<file path="src/rtl/core/bdsc_pkg.sv">
// Package for the bencode dictionary scanner.
// Holds the character codes, status, error and entry type codes, and parameter defaults.
// No dependencies.
package bdsc_pkg;

  localparam int unsigned MaxDepthDefault   = 32;
  localparam int unsigned OffsetBitsDefault = 16;

  localparam logic [7:0] CHAR_D     = 8'h64;  // 'd'
  localparam logic [7:0] CHAR_L     = 8'h6C;  // 'l'
  localparam logic [7:0] CHAR_I     = 8'h69;  // 'i'
  localparam logic [7:0] CHAR_E     = 8'h65;  // 'e'
  localparam logic [7:0] CHAR_COLON = 8'h3A;  // ':'
  localparam logic [7:0] CHAR_MINUS = 8'h2D;  // '-'
  localparam logic [7:0] CHAR_ZERO  = 8'h30;
  localparam logic [7:0] CHAR_NINE  = 8'h39;

  localparam logic [1:0] STATUS_MORE = 2'd0;
  localparam logic [1:0] STATUS_DONE = 2'd1;
  localparam logic [1:0] STATUS_STOP = 2'd2;

  localparam logic [2:0] ERR_NONE      = 3'd0;
  localparam logic [2:0] ERR_KEY_TYPE  = 3'd1;
  localparam logic [2:0] ERR_NOT_DICT  = 3'd2;
  localparam logic [2:0] ERR_ODD       = 3'd3;
  localparam logic [2:0] ERR_BAD_CHAR  = 3'd4;
  localparam logic [2:0] ERR_OVERFLOW  = 3'd5;
  localparam logic [2:0] ERR_TOO_DEEP  = 3'd6;
  localparam logic [2:0] ERR_TOO_LONG  = 3'd7;

  localparam logic [1:0] TYPE_INT  = 2'd0;
  localparam logic [1:0] TYPE_STR  = 2'd1;
  localparam logic [1:0] TYPE_DICT = 2'd2;
  localparam logic [1:0] TYPE_LIST = 2'd3;
  localparam logic [1:0] KIND_NONE = 2'd0;

endpackage

</file>
<file path="src/rtl/core/bencode_dictionary_scanner.sv">
// Bencode dictionary scanner top level: byte scanner, nesting stack memory, result register.
// Depends on bdsc_pkg.
//
//   channel | signals                               | direction
//   --------+---------------------------------------+----------
//   in      | in_valid_i/in_ready_o, data_byte_i,   | input
//           | restart_i                             |
//   out     | out_valid_o/out_ready_i, status_o ..  | output
//           | int_value_o                           |
//
// Each accepted byte yields exactly one result item, registered for the next cycle;
// a new byte is taken every cycle while the output is not stalled. The stack memory
// sets the rate: the top of stack sits in flip-flops and the entry under it is read
// ahead each cycle from the one-port-write, one-port-read memory; push and pop never wait.
// Reset clears all control state; the stack memory needs no clearing.
// A stalled output holds its item and stops intake until it is taken.
module bencode_dictionary_scanner #(
  parameter int unsigned MAX_DEPTH   = bdsc_pkg::MaxDepthDefault,
  parameter int unsigned OFFSET_BITS = bdsc_pkg::OffsetBitsDefault
) (
  input  logic               clk_i,
  input  logic               rst_ni,
  input  logic               in_valid_i,
  output logic               in_ready_o,
  input  logic [7:0]         data_byte_i,
  input  logic               restart_i,
  output logic               out_valid_o,
  input  logic               out_ready_i,
  output logic [1:0]         status_o,
  output logic [2:0]         error_code_o,
  output logic               entry_valid_o,
  output logic [1:0]         entry_type_o,
  output logic [15:0]        key_offset_o,
  output logic [15:0]        key_length_o,
  output logic [15:0]        value_offset_o,
  output logic [15:0]        value_length_o,
  output logic signed [63:0] int_value_o
);
  import bdsc_pkg::*;

  localparam int unsigned OB = OFFSET_BITS;
  localparam int unsigned AW = $clog2(MAX_DEPTH);
  localparam int unsigned DW = $clog2(MAX_DEPTH + 1);
  localparam logic [OB+3:0] LenMax  = {4'b0, {OB{1'b1}}};
  localparam logic [OB:0]   PosMax  = {1'b0, {OB{1'b1}}};
  localparam logic [DW-1:0] DepthMx = DW'(MAX_DEPTH);

  typedef enum logic [2:0] {
    MODE_EMPTY, MODE_INT_SIGN, MODE_INT_FIRST, MODE_INT_MORE, MODE_LEN, MODE_SKIP
  } mode_e;

  // scanner state
  mode_e          mode_q, mode_d;
  logic [DW-1:0]  depth_q, depth_d;
  logic           top_kind_q, top_kind_d;   // 1 dictionary, 0 list
  logic           top_par_q, top_par_d;     // 1 key seen, value pending
  logic [OB-1:0]  len_q, len_d;
  logic [OB-1:0]  rem_q, rem_d;
  logic [63:0]    iacc_q, iacc_d;
  logic           ineg_q, ineg_d;
  logic [OB:0]    pos_q, pos_d;
  logic [OB-1:0]  hko_q, hko_d;
  logic [OB-1:0]  hkl_q, hkl_d;
  logic           hkv_q, hkv_d;
  logic [OB-1:0]  raw_start_q, raw_start_d;
  logic [1:0]     raw_kind_q, raw_kind_d;
  logic           done_q, done_d;
  logic           stop_q, stop_d;
  logic [2:0]     herr_q, herr_d;

  // stack memory: entries under the top, {kind, parity}
  logic [1:0]     stack_mem [MAX_DEPTH];
  logic [1:0]     below_q;
  logic           we;
  logic [AW-1:0]  wa, ra;
  logic [1:0]     wd;

  // result register
  logic        out_valid_q;
  logic [1:0]  status_q, status_d;
  logic [2:0]  errc_q, errc_d;
  logic        ev_q, ev_d;
  logic [1:0]  et_q, et_d;
  logic [15:0] ko_q, ko_d, kl_q, kl_d, vo_q, vo_d, vl_q, vl_d;
  logic [63:0] iv_q, iv_d;

  logic accept;
  assign in_ready_o = !out_valid_q || out_ready_i;
  assign accept     = in_valid_i && in_ready_o;

  function automatic logic [15:0] to16(input logic [OB-1:0] x);
    logic [31:0] t;
    t = 32'(x);
    return t[15:0];
  endfunction

  always_comb begin
    logic [7:0]    c;
    logic          digit;
    logic [3:0]    dval;
    logic [2:0]    err;
    logic [OB:0]   pos;
    logic          key_slot;
    logic          push;
    logic          sdone;
    logic          emit;
    logic [1:0]    emit_type;
    logic [15:0]   emit_vo, emit_vl;
    logic [63:0]   emit_iv;
    logic          add_dig;
    logic [67:0]   prod;
    logic [67:0]   limit;
    logic [OB+3:0] nlen;
    logic [OB:0]   pos_inc;
    logic [OB:0]   rawlen;

    c     = data_byte_i;
    digit = (c >= CHAR_ZERO) && (c <= CHAR_NINE);
    dval  = 4'(c - CHAR_ZERO);
    err   = ERR_NONE;
    push  = 1'b0;
    sdone = 1'b0;
    emit  = 1'b0;
    emit_type = TYPE_INT;
    emit_vo = '0;
    emit_vl = '0;
    emit_iv = '0;
    add_dig = 1'b0;
    prod    = '0;
    limit   = '0;
    nlen    = '0;
    pos_inc = '0;
    rawlen  = '0;

    // restart clears the state before this byte is scanned
    if (restart_i) begin
      mode_d = MODE_EMPTY; depth_d = '0; top_kind_d = 1'b0; top_par_d = 1'b0;
      len_d = '0; rem_d = '0; iacc_d = '0; ineg_d = 1'b0; pos_d = '0;
      hko_d = '0; hkl_d = '0; hkv_d = 1'b0; raw_start_d = '0; raw_kind_d = KIND_NONE;
      done_d = 1'b0; stop_d = 1'b0; herr_d = ERR_NONE;
    end else begin
      mode_d = mode_q; depth_d = depth_q; top_kind_d = top_kind_q; top_par_d = top_par_q;
      len_d = len_q; rem_d = rem_q; iacc_d = iacc_q; ineg_d = ineg_q; pos_d = pos_q;
      hko_d = hko_q; hkl_d = hkl_q; hkv_d = hkv_q; raw_start_d = raw_start_q;
      raw_kind_d = raw_kind_q; done_d = done_q; stop_d = stop_q; herr_d = herr_q;
    end

    wa = AW'(depth_d - DW'(1));
    wd = {top_kind_d, top_par_d};
    key_slot = (depth_d != '0) && top_kind_d && !top_par_d;
    pos = pos_d;

    status_d = STATUS_MORE;
    errc_d   = ERR_NONE;

    if (stop_d) begin
      status_d = STATUS_STOP;
      errc_d   = herr_d;
    end else if (done_d) begin
      status_d = STATUS_DONE;
    end else if (pos_d > PosMax) begin
      err = ERR_TOO_LONG;
    end else begin
      pos_d = pos_d + 1'b1;
      unique case (mode_d)
        MODE_EMPTY: begin
          if (c == CHAR_D || c == CHAR_L) begin
            if (depth_d == '0 && c == CHAR_L) err = ERR_NOT_DICT;
            else if (depth_d != '0 && key_slot) err = ERR_KEY_TYPE;
            else if (depth_d >= DepthMx) err = ERR_TOO_DEEP;
            else begin
              if (depth_d == DW'(1)) begin
                raw_start_d = pos[OB-1:0];
                raw_kind_d  = (c == CHAR_D) ? TYPE_DICT : TYPE_LIST;
              end
              push       = (depth_d != '0);
              top_kind_d = (c == CHAR_D);
              top_par_d  = 1'b0;
              depth_d    = depth_d + 1'b1;
            end
          end else if (c == CHAR_I) begin
            if (depth_d == '0) err = ERR_NOT_DICT;
            else if (key_slot) err = ERR_KEY_TYPE;
            else begin
              iacc_d = '0;
              ineg_d = 1'b0;
              mode_d = MODE_INT_SIGN;
            end
          end else if (c == CHAR_E) begin
            if (depth_d == '0) err = ERR_NOT_DICT;
            else if (top_kind_d && top_par_d) err = ERR_ODD;
            else begin
              if (depth_d == DW'(2) && hkv_d && raw_kind_d != KIND_NONE) begin
                rawlen    = pos - {1'b0, raw_start_d} + 1'b1;
                emit      = 1'b1;
                emit_type = raw_kind_d;
                emit_vo   = to16(raw_start_d);
                emit_vl   = to16(rawlen[OB-1:0]);
              end
              if (depth_d == DW'(2)) raw_kind_d = KIND_NONE;
              depth_d = depth_d - 1'b1;
              if (depth_d == '0) done_d = 1'b1;
              else begin
                // pop: the entry under the top was read ahead
                top_kind_d = below_q[1];
                top_par_d  = ~below_q[0];
              end
            end
          end else if (digit) begin
            if (depth_d == '0) err = ERR_NOT_DICT;
            else begin
              len_d  = OB'(dval);
              mode_d = MODE_LEN;
            end
          end else begin
            err = ERR_BAD_CHAR;
          end
        end
        MODE_INT_SIGN, MODE_INT_FIRST: begin
          if (mode_d == MODE_INT_SIGN && c == CHAR_MINUS) begin
            ineg_d = 1'b1;
            mode_d = MODE_INT_FIRST;
          end else if (!digit) err = ERR_BAD_CHAR;
          else begin
            mode_d  = MODE_INT_MORE;
            add_dig = 1'b1;
          end
        end
        MODE_INT_MORE: begin
          if (c == CHAR_E) begin
            if (depth_d == DW'(1) && hkv_d) begin
              emit      = 1'b1;
              emit_type = TYPE_INT;
              emit_iv   = ineg_d ? (64'd0 - iacc_d) : iacc_d;
            end
            if (depth_d != '0) top_par_d = ~top_par_d;
            mode_d = MODE_EMPTY;
          end else if (!digit) err = ERR_BAD_CHAR;
          else add_dig = 1'b1;
        end
        MODE_LEN: begin
          if (digit) begin
            nlen  = ({4'b0, len_d} << 3) + ({4'b0, len_d} << 1) + (OB+4)'(dval);
            len_d = nlen[OB-1:0];
            if (nlen > LenMax) err = ERR_OVERFLOW;
          end else if (c != CHAR_COLON) err = ERR_BAD_CHAR;
          else begin
            if (depth_d == DW'(1)) begin
              pos_inc     = pos + 1'b1;
              raw_start_d = pos_inc[OB-1:0];
              if (!top_par_d) begin
                hko_d = raw_start_d;
                hkl_d = len_d;
                hkv_d = 1'b1;
              end
            end
            rem_d = len_d;
            if (len_d == '0) sdone = 1'b1;
            else mode_d = MODE_SKIP;
          end
        end
        MODE_SKIP: begin
          if (rem_d != '0) rem_d = rem_d - 1'b1;
          if (rem_d == '0) sdone = 1'b1;
        end
        default: begin
          mode_d = MODE_EMPTY;
          err    = ERR_BAD_CHAR;
        end
      endcase

      if (add_dig) begin
        limit = ineg_d ? 68'h0_8000_0000_0000_0000 : 68'h0_7FFF_FFFF_FFFF_FFFF;
        prod  = ({4'b0, iacc_d} << 3) + ({4'b0, iacc_d} << 1) + 68'(dval);
        if (prod > limit) err = ERR_OVERFLOW;
        else iacc_d = prod[63:0];
      end

      // string complete: report a top-level value, toggle key/value parity
      if (sdone) begin
        if (depth_d == DW'(1) && top_par_d && hkv_d) begin
          emit      = 1'b1;
          emit_type = TYPE_STR;
          emit_vo   = to16(raw_start_d);
          emit_vl   = to16(len_d);
        end
        if (depth_d != '0) top_par_d = ~top_par_d;
        mode_d = MODE_EMPTY;
      end
    end

    ev_d = 1'b0; et_d = '0; ko_d = '0; kl_d = '0; vo_d = '0; vl_d = '0; iv_d = '0;
    if (emit) begin
      ev_d = 1'b1;
      et_d = emit_type;
      ko_d = to16(hko_d);
      kl_d = to16(hkl_d);
      vo_d = emit_vo;
      vl_d = emit_vl;
      iv_d = emit_iv;
      hkv_d = 1'b0;
      hko_d = '0;
      hkl_d = '0;
    end

    if (err != ERR_NONE) begin
      ev_d = 1'b0; et_d = '0; ko_d = '0; kl_d = '0; vo_d = '0; vl_d = '0; iv_d = '0;
      stop_d   = 1'b1;
      herr_d   = err;
      status_d = STATUS_STOP;
      errc_d   = err;
      push     = 1'b0;
    end else if (!stop_d && done_d) begin
      status_d = STATUS_DONE;
    end

    we = accept && push;
    // read ahead the entry under the new top
    ra = AW'(accept ? depth_d - DW'(2) : depth_q - DW'(2));
  end

  // stack memory: one write, one registered read, write forwarded to the read
  always_ff @(posedge clk_i) begin
    if (we) begin
      stack_mem[wa] <= wd;
    end
    if (we && wa == ra) begin
      below_q <= wd;
    end else begin
      below_q <= stack_mem[ra];
    end
  end

  always_ff @(posedge clk_i or negedge rst_ni) begin
    if (!rst_ni) begin
      mode_q      <= MODE_EMPTY;
      depth_q     <= '0;
      top_kind_q  <= 1'b0;
      top_par_q   <= 1'b0;
      len_q       <= '0;
      rem_q       <= '0;
      iacc_q      <= '0;
      ineg_q      <= 1'b0;
      pos_q       <= '0;
      hko_q       <= '0;
      hkl_q       <= '0;
      hkv_q       <= 1'b0;
      raw_start_q <= '0;
      raw_kind_q  <= KIND_NONE;
      done_q      <= 1'b0;
      stop_q      <= 1'b0;
      herr_q      <= ERR_NONE;
      out_valid_q <= 1'b0;
    end else begin
      if (accept) begin
        mode_q      <= mode_d;
        depth_q     <= depth_d;
        top_kind_q  <= top_kind_d;
        top_par_q   <= top_par_d;
        len_q       <= len_d;
        rem_q       <= rem_d;
        iacc_q      <= iacc_d;
        ineg_q      <= ineg_d;
        pos_q       <= pos_d;
        hko_q       <= hko_d;
        hkl_q       <= hkl_d;
        hkv_q       <= hkv_d;
        raw_start_q <= raw_start_d;
        raw_kind_q  <= raw_kind_d;
        done_q      <= done_d;
        stop_q      <= stop_d;
        herr_q      <= herr_d;
        out_valid_q <= 1'b1;
      end else if (out_ready_i) begin
        out_valid_q <= 1'b0;
      end
    end
  end

  // result payload: hold while stalled
  always_ff @(posedge clk_i) begin
    if (accept) begin
      status_q <= status_d;
      errc_q   <= errc_d;
      ev_q     <= ev_d;
      et_q     <= et_d;
      ko_q     <= ko_d;
      kl_q     <= kl_d;
      vo_q     <= vo_d;
      vl_q     <= vl_d;
      iv_q     <= iv_d;
    end
  end

  assign out_valid_o    = out_valid_q;
  assign status_o       = status_q;
  assign error_code_o   = errc_q;
  assign entry_valid_o  = ev_q;
  assign entry_type_o   = et_q;
  assign key_offset_o   = ko_q;
  assign key_length_o   = kl_q;
  assign value_offset_o = vo_q;
  assign value_length_o = vl_q;
  assign int_value_o    = iv_q;

endmodule
</file>
<file path="config.mk">
export PLATFORM = sky130hd
export DESIGN_NAME = bencode_dictionary_scanner
export DESIGN_NICKNAME = d
export VERILOG_FILES = /design/src/rtl/core/bdsc_pkg.sv /design/src/rtl/core/bencode_dictionary_scanner.sv
export SDC_FILE = /design/constraint.sdc
export NUM_CORES = 2
export LEC_CHECK = 0
export ABC_CLOCK_PERIOD_IN_PS = 20200
export BUFFER_PORTS_ARGS = -buffer_cell sky130_fd_sc_hd__buf_4
export CAP_MARGIN = 15
export CORE_MARGIN = 4
export CORE_UTILIZATION = 67
export CTS_CLUSTER_SIZE = 40
export DETAILED_ROUTE_END_ITERATION = 8
export MAX_ROUTING_LAYER = met4
export PLACE_DENSITY = 0.94
export SYNTH_ARGS = -nofsm -noshare
export SYNTH_HDL_FRONTEND = slang
export SYNTH_SLANG_ARGS = --single-unit
</file>
<file path="constraint.sdc">
create_clock -name clk_i -period 20.2 [get_ports clk_i]
set_input_delay 5.05 -clock clk_i [delete_from_list [all_inputs] [get_ports clk_i]]
set_output_delay 5.05 -clock clk_i [all_outputs]
set_load 0.02 [all_outputs]
</file>
==> reports/results.ini <==
[run_status]
status=complete, but fails checks
violations=DRC

[die]
rows=74
coreArea_um2=41290
io_pins=151
initial_utilization=0.6840
fp.dieW_um=213.3
die_area_um2=45510
fp.dieH_um=213.3

[logic_synthesis]
synth-main-ff-cell=edfxtp_1
synthMuxAreaShare=0.02224
synth_adder_area_share=0.1196
postSynthAreaPerCell_um2=9.121
synth-edff-count=200
yosys.area_share.simple=0.1835
synth_top_family_by_area=compound AO/OA/AOI/OAI gates
synth_nets=3377
synth-async-reset-ratio=0.4703
ys_types=97
synth_compound_area_frac=0.2098
ys_ff_latch=387
ys_warn_count=0
syn_inst=3097
syn_area_um2=28250
yosysSeqAreaShare=0.3774
synth_xor_xnor_area_share=0.05302

[worst_setup_path]
crit_fanout=58
end_kind=flop
worstSetupPathType=primary input to flop
cp-start-kind=primary input
critPathArrivalTime_ns=14.99
cp_slowest_cell=buf_4
path_buf_inv=6
slowest_delay_ns=0.62
timing.critical_path.required_ns=20.72
crit_family=simple AND/OR/NAND/NOR gates

[sta]
worst_hold_slack_ns=0.4758
timing.slew.headroom=0.1966
fin_crit_ns=14.47
fin_skew_ns=0.01941
tns_ns=0
fin_crit_sh=0.7164
setup_viol=0
hold_viol_final=0
max_freq_ghz=0.06910
tightest_slew_ns=1.201
maxSlewViolCount=0
rsz0062_at_grt=no

[power_and_ir_drop]
internal-power_uw=1491
share_comb_of_total_power=0.147
switching_share=0.2875
power_frac_clock=0.421
power_density_nw_per_um2=67.00
p_switching_uw=601.6
seqPwrFrac=0.432
p_leak_uw=0.01366
ir_drop_uv=72.71

[clock_network]
h-tree-depth=2
clk_latency_ns=0.60
cts-root-buf=clkbuf_16
cts_buffers=43
clk_pin_slew_ns=0.07
cts_setup_buffers=0
tritoncts=yes
clock_sinks=387
cts_buffer_depth=3
post_cts_resize_count=0
cts_hold_buf=0

[drt]
wl_per_cell_um=24.44
viasPerCell=7.034
drt_wl_total_um=91180
wl_met1_um=34080
via_count=26250
drc=1
drt_pass1_iterations=9
dr_wl_met2_um=43300
drt_iter0_markers=3702
postRouteAntennaNets=0
highest_layer=met4
wl_met3_um=8425

[finish]
final_cell_area_um2=31240
drive_gt1_frac=0.1020
layout.cells.most_common_list=nor2_1 (366), nand2_1 (308), ha_1 (262)
layout_commonest_cell=nor2_1
fin_nets=3441
fillers=2873
area_growth_syn_to_layout_pct=10.58

[placed_design]
gp_congestion=1.023
portBuffers=150
dp_hpwl_um=64850
placed_area_um2=29630

[flow_run]
drv_cap=0

[grt]
grt_antenna_before_repair=1
grt.overflow.total=0
globalRouteTotalUtil=0.4012
grt_first_pass_wirelength_um=141400
grt_pass1_vias=25680
grt_max_degree=127

[worst_hold_path]
hp-class=flop to flop

-- area by class of cell --
cell class,count,area (um2),area share
Antenna cell,3,7.507,0.0002403
Clock buffer,58,1225,0.03922
Clock inverter,22,336.6,0.01078
Inverter,79,301.5,0.009654
Multi-Input combinational cell,2468,16640,0.5326
Sequential cell,387,10660,0.3413
Tap cell,532,665.6,0.02131
Timing Repair Buffer,182,1400,0.04482
-- stage by stage --
stage	utilization	worst slack (ns)	total power [uW]	cells
global placement	0.7175	5.778	1202	3645
floorplan	-	7.649	1106	3097
finish	0.7564	5.729	2093	3731
detailed placement	0.7176	5.478	1212	3646
CTS	0.7554	6.018	2080	3726
global route	0.7563	4.921	2150	3729
-- worst reg2reg max path, delay by kind of cell (launching register included) --
kind	cells	cell delay, ns
simple gates	15	3.95
compound gates	9	2.82
buf+inv	3	1.31
fa+ha+maj	3	1.06
flops	1	0.63
xor+xnor	1	0.14
-- worst paths after layout --
path / from / end / slack [ns] / depth (start not counted)
max: restart_i / iacc_q[46]$_DFFE_PN0P_ / 5.73 / 35
min: raw_start_q[4]$_DFFE_PN0P_ / raw_start_q[4]$_DFFE_PN0P_ / 0.48 / 2
max reg2reg: depth_q[5]$_DFFE_PN0P_ / iacc_q[46]$_DFFE_PN0P_ / 10.22 / 31
min reg2reg: raw_start_q[4]$_DFFE_PN0P_ / raw_start_q[4]$_DFFE_PN0P_ / 0.48 / 2
max in group asynchronous: rst_ni / iacc_q[15]$_DFFE_PN0P_ / 14.45 / 2
min in group asynchronous: rst_ni / rem_q[2]$_DFFE_PN0P_ / 4.45 / 1
-- power by group through the flow --
stage / Sequential (uW) / Combinational (uW) / Clock [uW]
after floorplan: 911 / 195 / 0
after global placement: 916 / 286 / 0
after detailed placement: 918 / 294 / 0
after CTS: 903 / 298 / 880
after global routing: 906 / 330 / 914
final: 904 / 307 / 882
-- synth_stat cells (40+ instances only) --
library cell    n  share of area
a21oi_1       223          0.040
dfrtp_1       182           0.16
o21ai_0       197          0.035
ha_1          262           0.12
nor2_1        369          0.049
xnor2_1        80          0.025
clkbuf_1      116          0.015
nand4_1        42         0.0093
nand2_1       309          0.041
edfxtp_1      200           0.21
nor2b_1        58          0.013
and2_1         75          0.017
nor3_1         64          0.011
a22oi_1        40          0.011
xor2_1         91          0.028
a21o_1         44          0.012
inv_1          79          0.010
a22o_1         77          0.024
-- state kept, by name, summed over array words and instances (netlist names), 17 cells and up, named ones only --
signal and count:
iacc_q 64, stack_mem 64, int_value_o 64, pos_q 17
-- per-layer routing --
layer	track usage	up-vias
li1	-	11600
met1	0.4980	12480
met2	0.6465	1762
met3	0.05823	397
met4	0.2033	0
met5	-	-
-- cells by family after synthesis --
kind of cell | Yosys count
fa+ha+maj | 267
flops | 387
xor+xnor | 171
simple gates | 1098
buf+inv | 242
compound gates | 895
mux | 37
Power figures use the tool's default switching activity.
